--- config.mk ---
export PLATFORM = sky130hd
export DESIGN_NAME = tmh_scale
export DESIGN_NICKNAME = d
export VERILOG_FILES = /design/src/hdl/tmh_pkg.sv /design/src/hdl/tmh_scale.sv
export SDC_FILE = /design/constraint.sdc
export NUM_CORES = 2
export LEC_CHECK = 0
export CAP_MARGIN = 20
export CORE_MARGIN = 2
export CORE_UTILIZATION = 60
export CTS_BUF_LIST = sky130_fd_sc_hd__clkbuf_8
export DETAILED_ROUTE_END_ITERATION = 8
export DONT_BUFFER_PORTS = 1
export PLACE_DENSITY_LB_ADDON = 0.25
export SLEW_MARGIN = 20
export SYNTH_ARGS = -nofsm -noshare
export SYNTH_HDL_FRONTEND = slang
export SYNTH_SLANG_ARGS = --single-unit
export TNS_END_PERCENT = 20
--- constraint.sdc ---
create_clock -name clk -period 11.4 [get_ports clk]
set_clock_uncertainty 0.05 [all_clocks]
set_input_delay 2.28 -clock clk [delete_from_list [all_inputs] [get_ports clk]]
set_output_delay 2.28 -clock clk [all_outputs]
set_load 0.005 [all_outputs]
--- src/hdl/tmh_pkg.sv ---
// ----------------------------------------------------------------------------
// tmh_pkg: shared types, constants and functions for the MLP head
// Store layout constants, request/result structs, tanh table.
// ----------------------------------------------------------------------------
`default_nettype none
package tmh_pkg;

  localparam int Hidden = 8;
  localparam int StoreDepth = 6 * Hidden + 2;
  localparam int B1Base = 3 * Hidden;
  localparam int W2Base = 4 * Hidden;
  localparam int B2Base = 6 * Hidden;

  localparam logic FUNC_LOAD = 1'b0;
  localparam logic FUNC_EVAL = 1'b1;

  typedef struct packed {
    logic               func;
    logic [5:0]         weight_index;
    logic signed [15:0] weight_value;
    logic signed [15:0] current;
    logic [15:0]        charge_state;
    logic signed [15:0] temperature;
  } req_t;

  typedef struct packed {
    logic signed [15:0] correction_a;
    logic signed [15:0] correction_b;
  } rsp_t;

  typedef logic signed [15:0] word_t;
  typedef word_t weights_t [StoreDepth];
  typedef word_t hid_t [Hidden];
  typedef logic signed [15:0] xvec_t [3];

  // tanh(k/8), k = 0..32, Q1.15
  function automatic logic [14:0] tanh_tab(input logic [5:0] k);
    logic [14:0] v;
    case (k)
      6'd0: v = 15'd0;      6'd1: v = 15'd4075;   6'd2: v = 15'd8025;
      6'd3: v = 15'd11743;  6'd4: v = 15'd15143;  6'd5: v = 15'd18173;
      6'd6: v = 15'd20813;  6'd7: v = 15'd23066;  6'd8: v = 15'd24956;
      6'd9: v = 15'd26519;  6'd10: v = 15'd27797; 6'd11: v = 15'd28830;
      6'd12: v = 15'd29660; 6'd13: v = 15'd30323; 6'd14: v = 15'd30847;
      6'd15: v = 15'd31262; 6'd16: v = 15'd31589; 6'd17: v = 15'd31846;
      6'd18: v = 15'd32048; 6'd19: v = 15'd32206; 6'd20: v = 15'd32329;
      6'd21: v = 15'd32428; 6'd22: v = 15'd32501; 6'd23: v = 15'd32561;
      6'd24: v = 15'd32606; 6'd25: v = 15'd32642; 6'd26: v = 15'd32670;
      6'd27: v = 15'd32691; 6'd28: v = 15'd32708; 6'd29: v = 15'd32722;
      6'd30: v = 15'd32732; 6'd31: v = 15'd32740;
      default: v = 15'd32746;
    endcase
    return v;
  endfunction

  function automatic logic signed [15:0] sat16(input logic signed [47:0] v);
    if (v > 48'sd32767) return 16'sd32767;
    if (v < -48'sd32768) return -16'sd32768;
    return v[15:0];
  endfunction

endpackage
`default_nettype wire

--- src/hdl/tmh_scale.sv ---
// ----------------------------------------------------------------------------
// tmh_scale: sensor inputs to Q1.15
// Two-stage: reciprocal multiply, then floor correction and saturate.
// ----------------------------------------------------------------------------
`default_nettype none
module tmh_scale (
  input  wire logic                clk,
  input  wire logic                en,
  input  wire logic signed [15:0]  current,
  input  wire logic [15:0]         charge_state,
  input  wire logic signed [15:0]  temperature,
  output tmh_pkg::xvec_t           x
);
  // n0 = cur*32768+5000, n2 = (t+2000)*32768+3500; q = floor(n/d)
  logic signed [32:0] n0, n2;
  logic signed [32:0] n0_r, n2_r;
  logic signed [32:0] q0e, q2e;
  logic signed [32:0] q0_r, q2_r;
  logic [15:0] cs_r;
  logic signed [32:0] q0, q2;
  logic signed [32:0] r0, r2;

  assign n0 = 33'(current) * 33'sd32768 + 33'sd5000;
  assign n2 = (33'(temperature) + 33'sd2000) * 33'sd32768 + 33'sd3500;

  always_ff @(posedge clk) begin
    if (en) begin
      n0_r <= n0;
      n2_r <= n2;
      cs_r <= charge_state;
      // Estimate via reciprocal; within one of the floor
      q0_r <= 33'((67'(n0) * 67'sd14073748835) >>> 47);
      q2_r <= 33'((67'(n2) * 67'sd20105355479) >>> 47);
    end
  end

  always_comb begin
    r0 = n0_r - q0_r * 33'sd10000;
    r2 = n2_r - q2_r * 33'sd7000;
    q0 = q0_r;
    q2 = q2_r;
    if (r0 < 0) q0 = q0_r - 33'sd1;
    else if (r0 >= 33'sd10000) q0 = q0_r + 33'sd1;
    if (r2 < 0) q2 = q2_r - 33'sd1;
    else if (r2 >= 33'sd7000) q2 = q2_r + 33'sd1;
    q0e = q0;
    q2e = q2;
  end

  always_ff @(posedge clk) begin
    if (en) begin
      x[0] <= tmh_pkg::sat16(48'(q0e));
      x[2] <= tmh_pkg::sat16(48'(q2e));
      x[1] <= cs_r[15] ? 16'sd32767 : $signed(cs_r);
    end
  end
endmodule
`default_nettype wire

== Word level (Yosys, flattened, before mapping) ==
Index checks and enable logic that the tools add are counted.
Storage, ports and cells
  register bits after elaboration: 169
  bits of input ports: 50
  output and inout port bits: 48
  logic and storage cells: 52
Operators by class
  add/sub/neg operators: 9
  $mul: 4
  $lt $le $gt $ge: 8
  muxes and demuxes: 22
Operator list (count)
  $mux W33: 4
  $mux W16: 8
  $mul A32 B35 Y67 const B: 1
  $mul A33 B36 Y67 const B: 1
  $gt A33 B16 Y1 const B: 2
  $lt A33 B1 Y1 const B: 2
  $lt A33 B16 Y1 const B: 2
  $add A20 B2 Y21 const B: 2
  $sub A20 B2 Y21 const B: 2
  $add A32 B13 Y33 const B: 1
  $ge A33 B14 Y1 const B: 1
  $ge A33 B15 Y1 const B: 1
  $sub A32 B33 Y33: 1
  $sub A33 B33 Y33: 1
  $add A31 B14 Y32 const B: 1
  $mul A20 B11 Y30 const B: 1
  $mul A20 B11 Y29 const B: 1
  $add A16 B12 Y17 const B: 1
  $mux W1: 10

== Longest topological paths before layout ==
  depth in word-level cells: 12
  depth in mapped cells: 42

== Worst setup path before layout ==
No wires, ideal clock.
  path kind: in2reg
  from: in temperature[9]
  to: reg q2_r[19] (netlist name)
  setup time: 260 ps
  arrival time: 10912 ps
  data required time: 11090 ps
  setup slack: 178 ps
  stages: 29
  buffers on the path: 0
  cell sequence: or4_1 or3b_2 nor2b_1 xnor2_1 inv_1 ha_1 ha_1 fa_1 fa_1 inv_1 fa_1 inv_1 fa_1 fa_1 fa_1 ha_1 o21a_1 o21ai_0 o32ai_1 a21oi_1 a21boi_0 o31a_1 o211a_1 o211ai_1 nand2_1 a41o_1 o41a_1 a21oi_1 xnor2_1
On the way
  cells in the longest elaborated chain, start to end: 3
RTL lines
  start, declared: RTL line tmh_scale.sv:11  | input wire logic signed [15:0] temperature,
  $add A16 B12 Y17: RTL line tmh_scale.sv:24  | assign n2 = (33'(temperature) + 33'sd2000) * 33'sd32768 + 33'sd3500;
  $add A32 B13 Y33: RTL line tmh_scale.sv:24
  named net n2[30]: RTL line tmh_scale.sv:15  | logic signed [32:0] n0, n2;
  $mul A33 B36 Y67: RTL line tmh_scale.sv:33  | q2_r <= 33'((67'(n2) * 67'sd20105355479) >>> 47);
The timed path passes the listed nets, and every way through them passes these cells.
A chain may end at the register's enable or synchronous reset.

== Final worst setup path ==
  from: in temperature[9]
  to: reg q2_r[19] (netlist name)
On the way
  cells in the longest elaborated chain, start to end: 3
RTL lines (RTL line)
  $add A16 B12 Y17: tmh_scale.sv:24
  $add A32 B13 Y33: tmh_scale.sv:24
  named net n2[30]: tmh_scale.sv:15
  $mul A33 B36 Y67: tmh_scale.sv:33
The timed path passes the listed nets, and every way through them passes these cells.

==> impl_metrics.ini <==
[floorplanning]
rows = 92
core_um2 = 63200
ioPinCount = 98
fp.dieW_um = 257.2
dieArea_um2 = 66140
start_util_pct = 60.86
fp.dieH_um = 257.2

[global_routing]
antenna_found_initial = 2
grt_max_degree = 137
grt_first_pass_wirelength_um = 149400
grtUsageTotal_pct = 28.72
overflow = 0
grt_pass1_vias = 27760

[sta]
report.final.slew_viol_count = 0
setup-tns-final_ns = 0
tightest_slew_ns = 0.8426
rsz0062_at_grt = false
hold_viol_final = 0
slew_headroom_pct = 43.42
setup_violations = 0
post-route-min-period_ns = 10.91
fmax_ghz = 0.09168
layout_worst_path_cycle_share_pct = 95.67

[placed_design]
io_buffers = 0
gp_congestion = 0.9796
place_hpwl_um = 78670

[critical_path]
critPathMaxFanout = 5
crit_start = temperature[9]
crit_required_ns = 11.57
worst-path-buf-inv = 3
r2r_start = q2_r[4]
path_class = in -> reg
cp_slowest_cell = or4_1
crit_family = adder cells
end_kind = flop
cp_common_cell = fa_1
worst_setup_path_start_kind = input pin
max_stage_delay_ns = 0.59
crit_cells = 29
r2r_slack_ns = 0.74
endpoint = q2_r[19]
worstPathArrival_ns = 11.08
rr_worst_depth = 39
reg2reg_to = x[0]

[logic_synthesis]
synth_top_cells_by_area = fa_1, ha_1, edfxtp_1, inv_1, xnor2_1
avgSynthCellArea_um2 = 10.05
synth_edf_count = 136
seq_area_frac_synth_pct = 10.62
syn_nets = 5342
synth_top_area_share_pct = 30.71
yosysTopAreaCell = fa_1
ys.flop_type = edfxtp_1
async_flop_share_pct = 0
yosysWarnings = 0
syn_area_um2 = 38460
ys_seq_elements = 136
synthCells = 3826
yosysUniqueCellTypes = 95

[cts]
clk_latency_ns = 0.48
holdBufCountCts = 0
cts_buffers = 17
ctsHtreeMaxLevel = 4
cts_tree = done
cts.sinks = 136
clockRootBuffer = clkbuf_8
cts_buffer_depth = 2
clkSlewWorstSetupHoldPaths_ns = 0.08

[drt]
drt_iter0_markers = 1578
ant_nets = 0
dr_total_vias = 26360
wire_per_inst_um = 18.94
drt-total-wl_um = 89400
drc = 0
firstDrtPassIters = 7
drt-vias-per-instance = 5.585

[min_path]
min_path_type = reg -> reg

[job]
maxCapViolCount = 0

[status]
run_status = complete, no violations

[layout]
syn2layout_area_growth_pct = 4.229
nNetsFinal = 5376
drive_above_1_share_pct = 3.744
[cell usage after synthesis, drive strengths merged (6+ instances only)]
| cell type | n |
|---|---|
| xnor2 | 106 |
| a21boi | 14 |
| clkbuf | 15 |
| a21o | 64 |
| o21ai | 95 |
| nor3b | 7 |
| nand4 | 26 |
| a21oi | 132 |
| mux2i | 13 |
| o2111ai | 9 |
| nor2b | 17 |
| and3 | 23 |
| a2111oi | 11 |
| nor4 | 11 |
| nand2 | 81 |
| o311ai | 6 |
| a211oi | 14 |
| or4 | 7 |
| o22ai | 11 |
| xor2 | 48 |
| nand3 | 65 |
| o211ai | 9 |
| o21bai | 13 |
| buf | 8 |
| nor2 | 132 |
| inv | 1013 |
| a41oi | 7 |
| a32oi | 9 |
| fa | 590 |
| edfxtp | 136 |
| and2 | 8 |
| nor3 | 39 |
| or2 | 34 |
| ha | 876 |
| and4 | 8 |
| o21a | 19 |
| o31ai | 13 |
| nand2b | 25 |
| or3 | 13 |
| a31oi | 22 |
[per-stage QoR]
step	worst slack, ns	instances	utilization (%)	cell area (um2)	hold slack [ns]
2_1_floorplan	0.1776	3826	-	38460	0.4287
3_3_place_gp	0.1477	4684	62.77	39670	0.4308
3_5_place_dp	0.09530	4684	62.77	39670	0.4345
4_1_cts	0.5668	4716	63.36	40040	0.4552
5_1_grt	0.02352	4720	63.43	40090	0.4686
6_report	0.4931	4720	63.43	40090	0.4522
[sequential cells by signal, summed over array words and instances (netlist names)]
signal  cells
x          47
q0_r       20
q2_r       20
n2_r       17
cs_r       16
n0_r       16
[worst min-delay path by stage]
| stage | start | endpoint | slack, ns | cells after the start |
|---|---|---|---|---|
| after CTS | cs_r[0] | x[16] | 0.46 | 1 |
| after detailed placement | cs_r[0] | x[16] | 0.43 | 1 |
| after floorplan | cs_r[0] | x[16] | 0.43 | 1 |
| after global placement | cs_r[8] | x[24] | 0.43 | 1 |
| final | cs_r[0] | x[16] | 0.45 | 1 |
| after global routing | cs_r[5] | x[21] | 0.47 | 1 |
[cell usage in the layout (no fill, tap or decap), drive strengths merged, types with 26 or more instances in the layout]
master / synthesis / routed
nand2: 81 / 81
nand4: 26 / 26
ha: 876 / 876
or2: 34 / 34
nor2: 132 / 132
nor3: 39 / 39
inv: 1013 / 1020
a21o: 64 / 64
nand3: 65 / 65
fa: 590 / 590
o21ai: 95 / 95
buf: 8 / 38
edfxtp: 136 / 136
xor2: 48 / 48
a21oi: 132 / 132
xnor2: 106 / 106
[routing by layer]
layer | part of all wire (%) | track usage, % | vias to the layer above
met1 | 44 | 39.99 | 12930
li1 | - | - | 12570
met3 | 6.0 | 3.773 | 144
met5 | 0 | 0 | -
met4 | 2.8 | 8.026 | 0
met2 | 47 | 47.21 | 726
[worst register-to-register path, delay by kind of cell, from the launching register on]
family                     cells  cell delay (ns)
AOI/OAI and AO/OA             20             4.70
DFF                            1             0.57
xor gates and xnor gates       2             0.60
adders and majority gates      7             2.99
buffers and inverters          5             0.33
and+or+nand+nor                5             1.18
[cell type report]
cell class	count	area, um2
clock inverters	15	142.6
fillers	5134	23110
well taps	846	1059
clock buffers	17	234.0
inverters	1013	3802
repair buffers	38	285.3
diodes	1	2.502
multi-input cells	2654	30480
flip-flops and latches	136	4084
[cells by family after synthesis]
family                     Yosys count  share of synthesized area, %
and+or+nand+nor                    506                         6.741
adders and majority gates         1466                         59.21
muxes                               16                        0.4262
xor gates and xnor gates           154                         3.605
other                                1                      0.009751
DFF                                136                         10.62
AOI/OAI and AO/OA                  511                         9.184
buffers and inverters             1036                         10.21
[what timing repair did]
item                                    CTS  global route
endpoints found under the setup margin    0            15
buffers inserted                          0             3
gates resized for setup                   0             2
Power is left out: the tool's default activity adds up to more than one toggle a clock period on the data nets, which glitch-free logic cannot reach.
